[src/rtl/pts_pkg.sv]
// ----------------------------------------------------------------------------
// pts_pkg
// Shared types and constants of the paste text risk scanner: character codes,
// register indexes, the fixed command pattern table and the matcher flags.
// ----------------------------------------------------------------------------
`default_nettype none

package pts_pkg;

  // Width of one UTF-16 code unit
  localparam int unsigned UNIT_W = 16;

  // Stream payload widths
  localparam int unsigned IN_TDATA_W  = 16;
  localparam int unsigned OUT_TDATA_W = 72;
  localparam int unsigned OUT_CNT_W   = 32;

  // Configuration port
  localparam int unsigned CFG_INDEX_W = 3;
  localparam int unsigned CFG_DATA_W  = 32;

  // Register indexes
  typedef enum logic [CFG_INDEX_W-1:0] {
    REG_WARN_MULTILINE        = 3'd0,
    REG_WARN_TRAILING_NEWLINE = 3'd1,
    REG_WARN_LARGE            = 3'd2,
    REG_LARGE_THRESHOLD       = 3'd3,
    REG_WARN_SUSPICIOUS       = 3'd4
  } pts_reg_t;

  localparam logic [CFG_DATA_W-1:0] LARGE_THRESHOLD_RST = 32'd5120;

  // Character codes
  localparam logic [UNIT_W-1:0] CH_TAB    = 16'h0009;
  localparam logic [UNIT_W-1:0] CH_LF     = 16'h000A;
  localparam logic [UNIT_W-1:0] CH_CR     = 16'h000D;
  localparam logic [UNIT_W-1:0] CH_SPACE  = 16'h0020;
  localparam logic [UNIT_W-1:0] CH_AMP    = 16'h0026;
  localparam logic [UNIT_W-1:0] CH_SEMI   = 16'h003B;
  localparam logic [UNIT_W-1:0] CH_UP_A   = 16'h0041;
  localparam logic [UNIT_W-1:0] CH_UP_Z   = 16'h005A;
  localparam logic [UNIT_W-1:0] CH_PIPE   = 16'h007C;
  localparam logic [UNIT_W-1:0] CASE_FOLD = 16'h0020;

  // Dangerous command patterns; the last character sits in the low byte
  localparam int unsigned PAT_COUNT = 9;
  localparam int unsigned PAT_MAX   = 27;
  // Units seen by the matcher: the incoming one plus PAT_MAX-1 earlier ones
  localparam int unsigned HIST_LEN  = PAT_MAX;

  localparam int unsigned PAT_LEN [PAT_COUNT] = '{6, 27, 7, 8, 9, 13, 9, 11, 17};

  localparam logic [PAT_MAX*8-1:0] PAT_TEXT [PAT_COUNT] = '{
    "rm -rf",
    "remove-item -recurse -force",
    "format ",
    "diskpart",
    "shutdown ",
    "stop-computer",
    "del /s /q",
    "rmdir /s /q",
    "invoke-expression"
  };

  // Matcher flags for one incoming unit
  typedef struct packed {
    logic separator;
    logic pattern;
  } pts_hit_t;

endpackage

`default_nettype wire

[src/rtl/pts_matcher.sv]
// ----------------------------------------------------------------------------
// pts_matcher
// Compares the lowercased history (incoming unit first, then older units)
// against the command separators and the fixed dangerous patterns, all in
// parallel.
// ----------------------------------------------------------------------------
`default_nettype none

module pts_matcher
  import pts_pkg::*;
(
  input  logic [HIST_LEN-1:0][UNIT_W-1:0] hist,
  output pts_hit_t                         hit
);

  logic pat_ok;
  logic any_pat;

  // Separators end at the incoming unit
  assign hit.separator = (hist[0] == CH_SEMI)
                       || (hist[0] == CH_AMP  && hist[1] == CH_AMP)
                       || (hist[0] == CH_PIPE && hist[1] == CH_PIPE);

  // Each pattern checks its own length of history
  always_comb begin
    any_pat = 1'b0;
    pat_ok  = 1'b0;
    for (int p = 0; p < PAT_COUNT; p++) begin
      pat_ok = 1'b1;
      for (int i = 0; i < PAT_MAX; i++) begin
        if (i < PAT_LEN[p]) begin
          if (hist[i] != {8'h00, PAT_TEXT[p][8*i +: 8]}) begin
            pat_ok = 1'b0;
          end
        end
      end
      any_pat = any_pat | pat_ok;
    end
  end

  assign hit.pattern = any_pat;

endmodule

`default_nettype wire

[src/rtl/paste_text_risk_scanner.sv]
// ----------------------------------------------------------------------------
// paste_text_risk_scanner
// Scans pasted text one code unit per cycle while ready, keeps counts and risk
// flags, and emits one summary with configurable reasons when the paste closes.
// ----------------------------------------------------------------------------
//  Channel  | Direction | Moves                                  | Handshake
//  s_axis   | in        | code unit, has_char (tuser), is_last   | tvalid/tready
//  m_axis   | out       | counts, newline end, reason flags      | tvalid/tready
//  cfg      | in        | register index + data                  | valid/ready
//
//  One code unit is taken per cycle; scan state updates at the accept edge.
//  A closing request's summary is registered into out_data or the skid entry.
//  A two-entry output buffer lets scanning go on while a summary waits;
//  s_axis_tready drops only once both entries hold summaries.
//  Reset (rst, synchronous) clears the scan and the output buffer and restores
//  register defaults. cfg_ready is always high.
// ----------------------------------------------------------------------------
`default_nettype none

module paste_text_risk_scanner
  import pts_pkg::*;
#(
  parameter int unsigned COUNT_BITS    = 32,
  parameter int unsigned WINDOW_LENGTH = 26
)(
  input  logic                   clk,
  input  logic                   rst,
  // Input stream
  input  logic                   s_axis_tvalid,
  output logic                   s_axis_tready,
  input  logic [IN_TDATA_W-1:0]  s_axis_tdata,   // [15:0] code_unit
  input  logic                   s_axis_tuser,   // [0] has_char
  input  logic                   s_axis_tlast,   // is_last
  // Result stream
  output logic                   m_axis_tvalid,
  input  logic                   m_axis_tready,
  output logic [OUT_TDATA_W-1:0] m_axis_tdata,   // [31:0] char_total,
                                                 // [63:32] line_total,
                                                 // [64] ends_in_newline,
                                                 // [65] reason_multiline,
                                                 // [66] reason_trailing,
                                                 // [67] reason_large,
                                                 // [68] reason_control,
                                                 // [69] reason_separator,
                                                 // [70] reason_suspicious,
                                                 // [71] needs_confirm
  // Configuration writes
  input  logic                   cfg_valid,
  output logic                   cfg_ready,
  input  logic [CFG_INDEX_W-1:0] cfg_index,
  input  logic [CFG_DATA_W-1:0]  cfg_data
);

  localparam int unsigned EXT_W = (COUNT_BITS > OUT_CNT_W) ? COUNT_BITS : OUT_CNT_W;
  localparam logic [COUNT_BITS-1:0] COUNT_TOP = {COUNT_BITS{1'b1}};
  localparam logic [COUNT_BITS-1:0] COUNT_ONE = COUNT_BITS'(1);

  // Configuration registers
  logic                  warn_multiline;
  logic                  warn_trailing_newline;
  logic                  warn_large;
  logic [CFG_DATA_W-1:0] large_threshold;
  logic                  warn_suspicious;

  // Scan state
  logic [COUNT_BITS-1:0]                 unit_count;
  logic [COUNT_BITS-1:0]                 line_count;   // min(newlines + 1, top)
  logic                                  nonempty;
  logic [WINDOW_LENGTH-1:0][UNIT_W-1:0]  window;       // newest at index 0
  logic                                  last_nl;
  logic                                  control_seen;
  logic                                  separator_seen;
  logic                                  pattern_seen;

  logic [COUNT_BITS-1:0] unit_count_next;
  logic [COUNT_BITS-1:0] line_count_next;
  logic                  nonempty_next;
  logic                  last_nl_next;
  logic                  control_next;
  logic                  separator_next;
  logic                  pattern_next;

  // Output buffer
  logic                   out_valid;
  logic [OUT_TDATA_W-1:0] out_data;
  logic                   skid_valid;
  logic [OUT_TDATA_W-1:0] skid_data;

  logic                   take;
  logic                   take_char;
  logic                   push;
  logic                   pop;
  logic [UNIT_W-1:0]      unit;
  logic [UNIT_W-1:0]      low;
  logic                   is_lf;
  logic                   is_cr;
  logic                   is_ctrl;
  logic [HIST_LEN-1:0][UNIT_W-1:0] hist;
  pts_hit_t               hit;

  logic [EXT_W-1:0]       units_ext;
  logic [EXT_W-1:0]       lines_ext;
  logic [COUNT_BITS-1:0]  lines_val;
  logic                   r_multi;
  logic                   r_trail;
  logic                   r_large;
  logic                   r_susp;
  logic [OUT_TDATA_W-1:0] result;

  assign cfg_ready     = 1'b1;
  assign s_axis_tready = !skid_valid;
  assign m_axis_tvalid = out_valid;
  assign m_axis_tdata  = out_data;

  assign take      = s_axis_tvalid && s_axis_tready;
  assign take_char = take && s_axis_tuser;
  assign push      = take && s_axis_tlast;
  assign pop       = out_valid && m_axis_tready;

  // Character classes and ASCII case fold
  assign unit    = s_axis_tdata[UNIT_W-1:0];
  assign is_lf   = (unit == CH_LF);
  assign is_cr   = (unit == CH_CR);
  assign is_ctrl = (unit < CH_SPACE) && !is_lf && !is_cr && (unit != CH_TAB);
  assign low     = (unit >= CH_UP_A && unit <= CH_UP_Z) ? unit + CASE_FOLD : unit;

  // History seen by the matcher
  always_comb begin
    hist[0] = low;
    for (int i = 1; i < HIST_LEN; i++) begin
      hist[i] = window[i-1];
    end
  end

  pts_matcher u_matcher (
    .hist (hist),
    .hit  (hit)
  );

  // Next scan state for the incoming request
  always_comb begin
    unit_count_next = unit_count;
    line_count_next = line_count;
    nonempty_next   = nonempty;
    last_nl_next    = last_nl;
    control_next    = control_seen;
    separator_next  = separator_seen;
    pattern_next    = pattern_seen;
    if (take_char) begin
      if (unit_count != COUNT_TOP) begin
        unit_count_next = unit_count + COUNT_ONE;
      end
      if (is_lf && line_count != COUNT_TOP) begin
        line_count_next = line_count + COUNT_ONE;
      end
      nonempty_next  = 1'b1;
      last_nl_next   = is_lf || is_cr;
      control_next   = control_seen || is_ctrl;
      separator_next = separator_seen || hit.separator;
      pattern_next   = pattern_seen || hit.pattern;
    end
  end

  // Summary of the paste as it stands after this request
  assign lines_val = nonempty_next ? line_count_next : '0;
  assign units_ext = EXT_W'(unit_count_next);
  assign lines_ext = EXT_W'(lines_val);
  assign r_multi   = warn_multiline && (lines_val > COUNT_ONE);
  assign r_trail   = warn_trailing_newline && last_nl_next;
  assign r_large   = warn_large && (units_ext > EXT_W'(large_threshold));
  assign r_susp    = warn_suspicious && pattern_next;

  assign result = {
    r_multi || r_trail || r_large || control_next || separator_next || r_susp,
    r_susp,
    separator_next,
    control_next,
    r_large,
    r_trail,
    r_multi,
    last_nl_next,
    lines_ext[OUT_CNT_W-1:0],
    units_ext[OUT_CNT_W-1:0]
  };

  // Configuration registers
  always_ff @(posedge clk) begin
    if (rst) begin
      warn_multiline        <= 1'b1;
      warn_trailing_newline <= 1'b1;
      warn_large            <= 1'b1;
      large_threshold       <= LARGE_THRESHOLD_RST;
      warn_suspicious       <= 1'b1;
    end else if (cfg_valid && cfg_ready) begin
      case (pts_reg_t'(cfg_index))
        REG_WARN_MULTILINE:        warn_multiline        <= cfg_data[0];
        REG_WARN_TRAILING_NEWLINE: warn_trailing_newline <= cfg_data[0];
        REG_WARN_LARGE:            warn_large            <= cfg_data[0];
        REG_LARGE_THRESHOLD:       large_threshold       <= cfg_data;
        REG_WARN_SUSPICIOUS:       warn_suspicious       <= cfg_data[0];
        default: ;
      endcase
    end
  end

  // Scan state; a closing request clears it
  always_ff @(posedge clk) begin
    if (rst || push) begin
      unit_count     <= '0;
      line_count     <= COUNT_ONE;
      nonempty       <= 1'b0;
      window         <= '0;
      last_nl        <= 1'b0;
      control_seen   <= 1'b0;
      separator_seen <= 1'b0;
      pattern_seen   <= 1'b0;
    end else begin
      unit_count     <= unit_count_next;
      line_count     <= line_count_next;
      nonempty       <= nonempty_next;
      last_nl        <= last_nl_next;
      control_seen   <= control_next;
      separator_seen <= separator_next;
      pattern_seen   <= pattern_next;
      if (take_char) begin
        window <= {window[WINDOW_LENGTH-2:0], low};
      end
    end
  end

  // Two-entry output buffer, oldest summary in out_data
  always_ff @(posedge clk) begin
    if (rst) begin
      out_valid  <= 1'b0;
      skid_valid <= 1'b0;
    end else if (!out_valid || pop) begin
      if (skid_valid) begin
        out_valid  <= 1'b1;
        skid_valid <= 1'b0;
      end else begin
        out_valid <= push;
      end
    end else if (push) begin
      skid_valid <= 1'b1;
    end
  end

  always_ff @(posedge clk) begin
    if (!out_valid || pop) begin
      if (skid_valid) begin
        out_data <= skid_data;
      end else if (push) begin
        out_data <= result;
      end
    end else if (push) begin
      skid_data <= result;
    end
  end

  // Checks
  a_skid_behind_out: assert property (@(posedge clk) disable iff (rst)
    skid_valid |-> out_valid)
    else $error("skid entry held while output register empty");

  a_close_clears: assert property (@(posedge clk) disable iff (rst)
    push |=> (unit_count == '0 && !nonempty && !pattern_seen))
    else $error("scan state not cleared after closing request");

  a_confirm_or: assert property (@(posedge clk) disable iff (rst)
    m_axis_tvalid |-> (m_axis_tdata[71] == (|m_axis_tdata[70:65])))
    else $error("needs_confirm differs from OR of reasons");

  a_buffer_full_stalls: assert property (@(posedge clk) disable iff (rst)
    (out_valid && !m_axis_tready && push) |=> !s_axis_tready)
    else $error("input still ready with both summary entries full");

endmodule

`default_nettype wire

[config.mk]
export PLATFORM = sky130hd
export DESIGN_NAME = paste_text_risk_scanner
export DESIGN_NICKNAME = d
export VERILOG_FILES = /design/src/rtl/pts_pkg.sv /design/src/rtl/pts_matcher.sv /design/src/rtl/paste_text_risk_scanner.sv
export SDC_FILE = /design/constraint.sdc
export NUM_CORES = 2
export LEC_CHECK = 0
export ABC_AREA = 1
export BUFFER_PORTS_ARGS = -buffer_cell sky130_fd_sc_hd__buf_2
export CORE_ASPECT_RATIO = 0.7
export CORE_MARGIN = 3
export CORE_UTILIZATION = 50
export DETAILED_ROUTE_END_ITERATION = 12
export PLACE_DENSITY = 0.67
export SLEW_MARGIN = 20
export SYNTH_ARGS = -nofsm -noshare
export SYNTH_HDL_FRONTEND = slang
export SYNTH_SLANG_ARGS = --single-unit
[constraint.sdc]
create_clock -name clk -period 7.2 [get_ports clk]
set_input_delay 2.16 -clock clk [delete_from_list [all_inputs] [get_ports clk]]
set_output_delay 2.16 -clock clk [all_outputs]
set_load 0.02 [all_outputs]
==> run_results.csv <==
group,metric,value,unit
worst_setup_path,cp-end-kind,"flop",
hold_path,holdPathEnd,"hist[418]",
finish,final_cell_mix,"943 x nand2_1, 522 x dfxtp_1, 475 x a21oi_1, 402 x nor2_1, 386 x inv_1",
floorplanning,io_pins,133,
timing,hold_violations,0,
logic_synthesis,netlist.top_cell.by_area,"dfxtp_1",
worst_setup_path,slowest_stage,"a211oi_1",
floorplanning,die_h,207.9,um
worst_setup_path,crit_path_cell_trace,"buf_2 > nand3_4 > inv_8 > nand2_2 > inv_1 > nand2_1 > nor2_1 > nand3_1 > nor2_1 > xor2_1 > inv_1 > ha_1 > nand2_1 > nor2_1 > nand2_1 > a31oi_1 > a211oi_1 > nand2_1 > nand2_1 > nand3_1 > nor2_1 > nand2_1 > nor2_2 > nor2_1",
cts,cts.clk_slew.worst_paths,0.06,ns
timing,clock.fmax,190.7,MHz
finish,utilization,56.60,%
worst_setup_path,criticalPathCategory,"input pin to flop",
placement,place.port_buffers,131,
worst_setup_path,reg2regPathDepth,24,
cts,root_buffer,"clkbuf_16",
logic_synthesis,synth_area_per_cell,7.555,um^2
global_route,antenna_found_initial,3,
cts,cts_buffers,66,
routing,via_per_inst,5.329,
power_and_ir_drop,ir_drop,0.0001702,V
global_route,grt_pass1_vias,22300,
global_route,track_usage,23.97,%
cts,cts_hold_buf,0,
worst_setup_path,cp.required,7.55,ns
power_and_ir_drop,cellPowerDensity,247.6,nW/um^2
job,drv_cap,0,
placement,place_congestion,0.9691,
routing,wirelength,74420,um
routing,detail_route.wl_per_cell,15.89,um
finish,stdcell_area,32360,um^2
timing,min_period,5.245,ns
worst_setup_path,worstPathMaxFanout,53,
floorplanning,row_count,73,
finish,final_cells,4683,
floorplanning,coreArea,57180,um^2
logic_synthesis,netlist_instances,3853,
hold_path,hold_class,"flop to flop",
logic_synthesis,ys_types,47,
cts,cts_resized,0,
global_route,grt-ovfl-total,0,
timing,rsz0062_at_grt,"no",
floorplanning,die_w,294.4,um
cts,tritoncts,"done",
logic_synthesis,synth_nets,3947,
cts,clock_path_buffers,3,
logic_synthesis,async_reset_ff_share,0,%
worst_setup_path,r2r-start,"skid_valid",
logic_synthesis,syn_area,29110,um^2
timing,final-setup-viol-count,0,
worst_setup_path,worst_path_most_repeated_cell,"nand2_1",
worst_setup_path,ff2ff_setup_slack,2.76,ns
worst_setup_path,cp-start-kind,"input pin",
logic_synthesis,ys_ff_latch,667,
worst_setup_path,cp_num_buf_inv,4,
routing,drtIter0Drc,2714,
placement,hpwlAfterDp,50750,um
floorplanning,start_util,50.91,%
worst_setup_path,reg2reg_to,"m_axis_tdata[71]",
routing,drc,0,
finish,fin_nets,3977,
timing,slew_headroom,27.51,%
routing,drtAntennaViolNets,0,
finish,area_delta_synth_final,11.18,%
logic_synthesis,synth_edf_count,144,
timing,fin_skew,0.01923,ns
finish,n_fill_cell,5395,
cts,cts_setup_buffers,0,
placement,dp.cells,4564,
routing,dr.pass1.iters,6,
logic_synthesis,synth_top_area_share,35.97,%
global_route,grt_max_degree,251,
timing,drv_slew,0,
outcome,status,"finished, final reports clean",
worst_setup_path,arrival,5.60,ns
floorplanning,die_area,61200,um^2
cts,clk_latency,0.61,ns
timing,period_share,72.85,%
finish,drive_gt1_share,7.655,%
timing,timing.setup.tns,0,ns
global_route,grt_pass1_wl,119900,um
routing,vias,24960,
cts,clock_sinks,667,
hold_path,min_from,"hist[418]",
worst_setup_path,cpLargestDelayFamily,"simple AND/OR/NAND/NOR gates",
logic_synthesis,yosys_most_used_dff,"dfxtp_1",
hold_path,worstHoldPathCells,2,
finish,seqCellArea,14800,um^2
power_and_ir_drop,total_power,8.012,mW
worst_setup_path,max_stage_delay,0.30,ns
timing,worst_slew_pin_slew,1.087,ns
placement,dpl_cell_area,30190,um^2
cts,h-tree-depth,3,
power_and_ir_drop,p_leak,12.30,nW
finish,multi_input_area,12130,um^2
logic_synthesis,yosys_warnings,0,
logic_synthesis,ys_seq_area_share,50.82,%
finish,final_common_cell,"nand2_1",
logic_synthesis,netlist_top_cells_area,"dfxtp_1 36%, edfxtp_1 15%, nand2_1 12%",
## metrics by stage
step / hold slack (ns) / setup slack [ns]
global placement: 0.4426 / 1.375
finish: 0.4519 / 1.955
global route: 0.4769 / 1.529
CTS: 0.4561 / 1.975
detailed placement: 0.4469 / 1.340
floorplan: 0.4292 / 1.331
## cell type report
class | count | share of cell area (%)
Sequential cell | 667 | 45.73
Multi-Input combinational cell | 2607 | 37.48
Clock buffer | 100 | 6.325
Inverter | 394 | 4.616
Tap cell | 750 | 2.900
Timing Repair Buffer | 147 | 2.629
Clock inverter | 17 | 0.3170
Antenna cell | 1 | 0.007732
## where the power goes
part	internal [mW]	switching, mW
sequential	3.93	0.0740
clock	1.97	1.46
combinational	0.159	0.420
total	6.06	1.95
## state kept, by name, indices dropped and copies added, names as in the netlist
signal and flops:
unit_count 32, warn_large 1, line_count 32, skid_valid 1, last_nl 1, skid_data 72, m_axis_tdata 72, warn_suspicious 1
separator_seen 1, warn_multiline 1, hist 416, control_seen 1, m_axis_tvalid 1, pattern_seen 1, large_threshold 32, nonempty 1
warn_trailing_newline 1
## cell usage after synthesis, types with 3 or more instances
library cell / count
nand3_1: 140
nand4_1: 84
nor2_1: 404
o21ai_0: 350
nor4_1: 10
nor2_4: 4
xor2_1: 31
edfxtp_1: 144
nand2_1: 944
nand3b_1: 4
buf_1: 10
dfxtp_1: 523
xnor2_1: 4
a21oi_1: 475
buf_2: 16
inv_1: 386
o21bai_1: 3
clkbuf_1: 154
nor3_1: 59
buf_4: 3
nor2_2: 10
nand2_2: 6
nand2_4: 3
o21ai_1: 8
nand3_2: 7
a211oi_1: 3
inv_2: 7
ha_1: 36
## how the worst max path moves through the flow
stage	startpoint	end	slack [ns]	cells after the start
after detailed placement	s_axis_tvalid	m_axis_tdata[71]	1.34	24
after floorplan	m_axis_tready	skid_data[0]	1.33	3
after global placement	s_axis_tvalid	m_axis_tdata[71]	1.37	24
after CTS	s_axis_tvalid	m_axis_tdata[71]	1.97	24
final	s_axis_tvalid	m_axis_tdata[71]	1.95	24
after global routing	s_axis_tvalid	m_axis_tdata[71]	1.53	24
## logic make-up (layout without fill, tap and decap cells)
| group | after synthesis | in the layout | share of synthesized area [%] |
|---|---|---|---|
| AOI/OAI and AO/OA | 850 | 850 | 14.77 |
| buffers and inverters | 579 | 658 | 7.647 |
| and+or+nand+nor | 1685 | 1685 | 24.15 |
| other | 1 | 2 | 0.01288 |
| xor gates and xnor gates | 35 | 35 | 1.053 |
| DFF | 667 | 667 | 50.82 |
| adders and majority gates | 36 | 36 | 1.547 |
## worst register-to-register path: cells and delay by family (launching register included)
kind | cells | cell delay, ns
buf+inv | 4 | 0.84
fa+ha+maj | 1 | 0.28
simple gates | 16 | 1.98
flops | 1 | 0.50
xor+xnor | 1 | 0.24
compound gates | 2 | 0.39
## metal layers
layer / vias up / routed length, um / global-route usage [%]
met1: 11520 / 39220 / 39.70
li1: 12650 / - / -
met3: 93 / 5130 / 4.417
met5: - / 37 / 0
met4: 6 / 1181 / 4.642
met2: 692 / 28850 / 31.74
No activity file was read; power rests on OpenSTA's default activity.
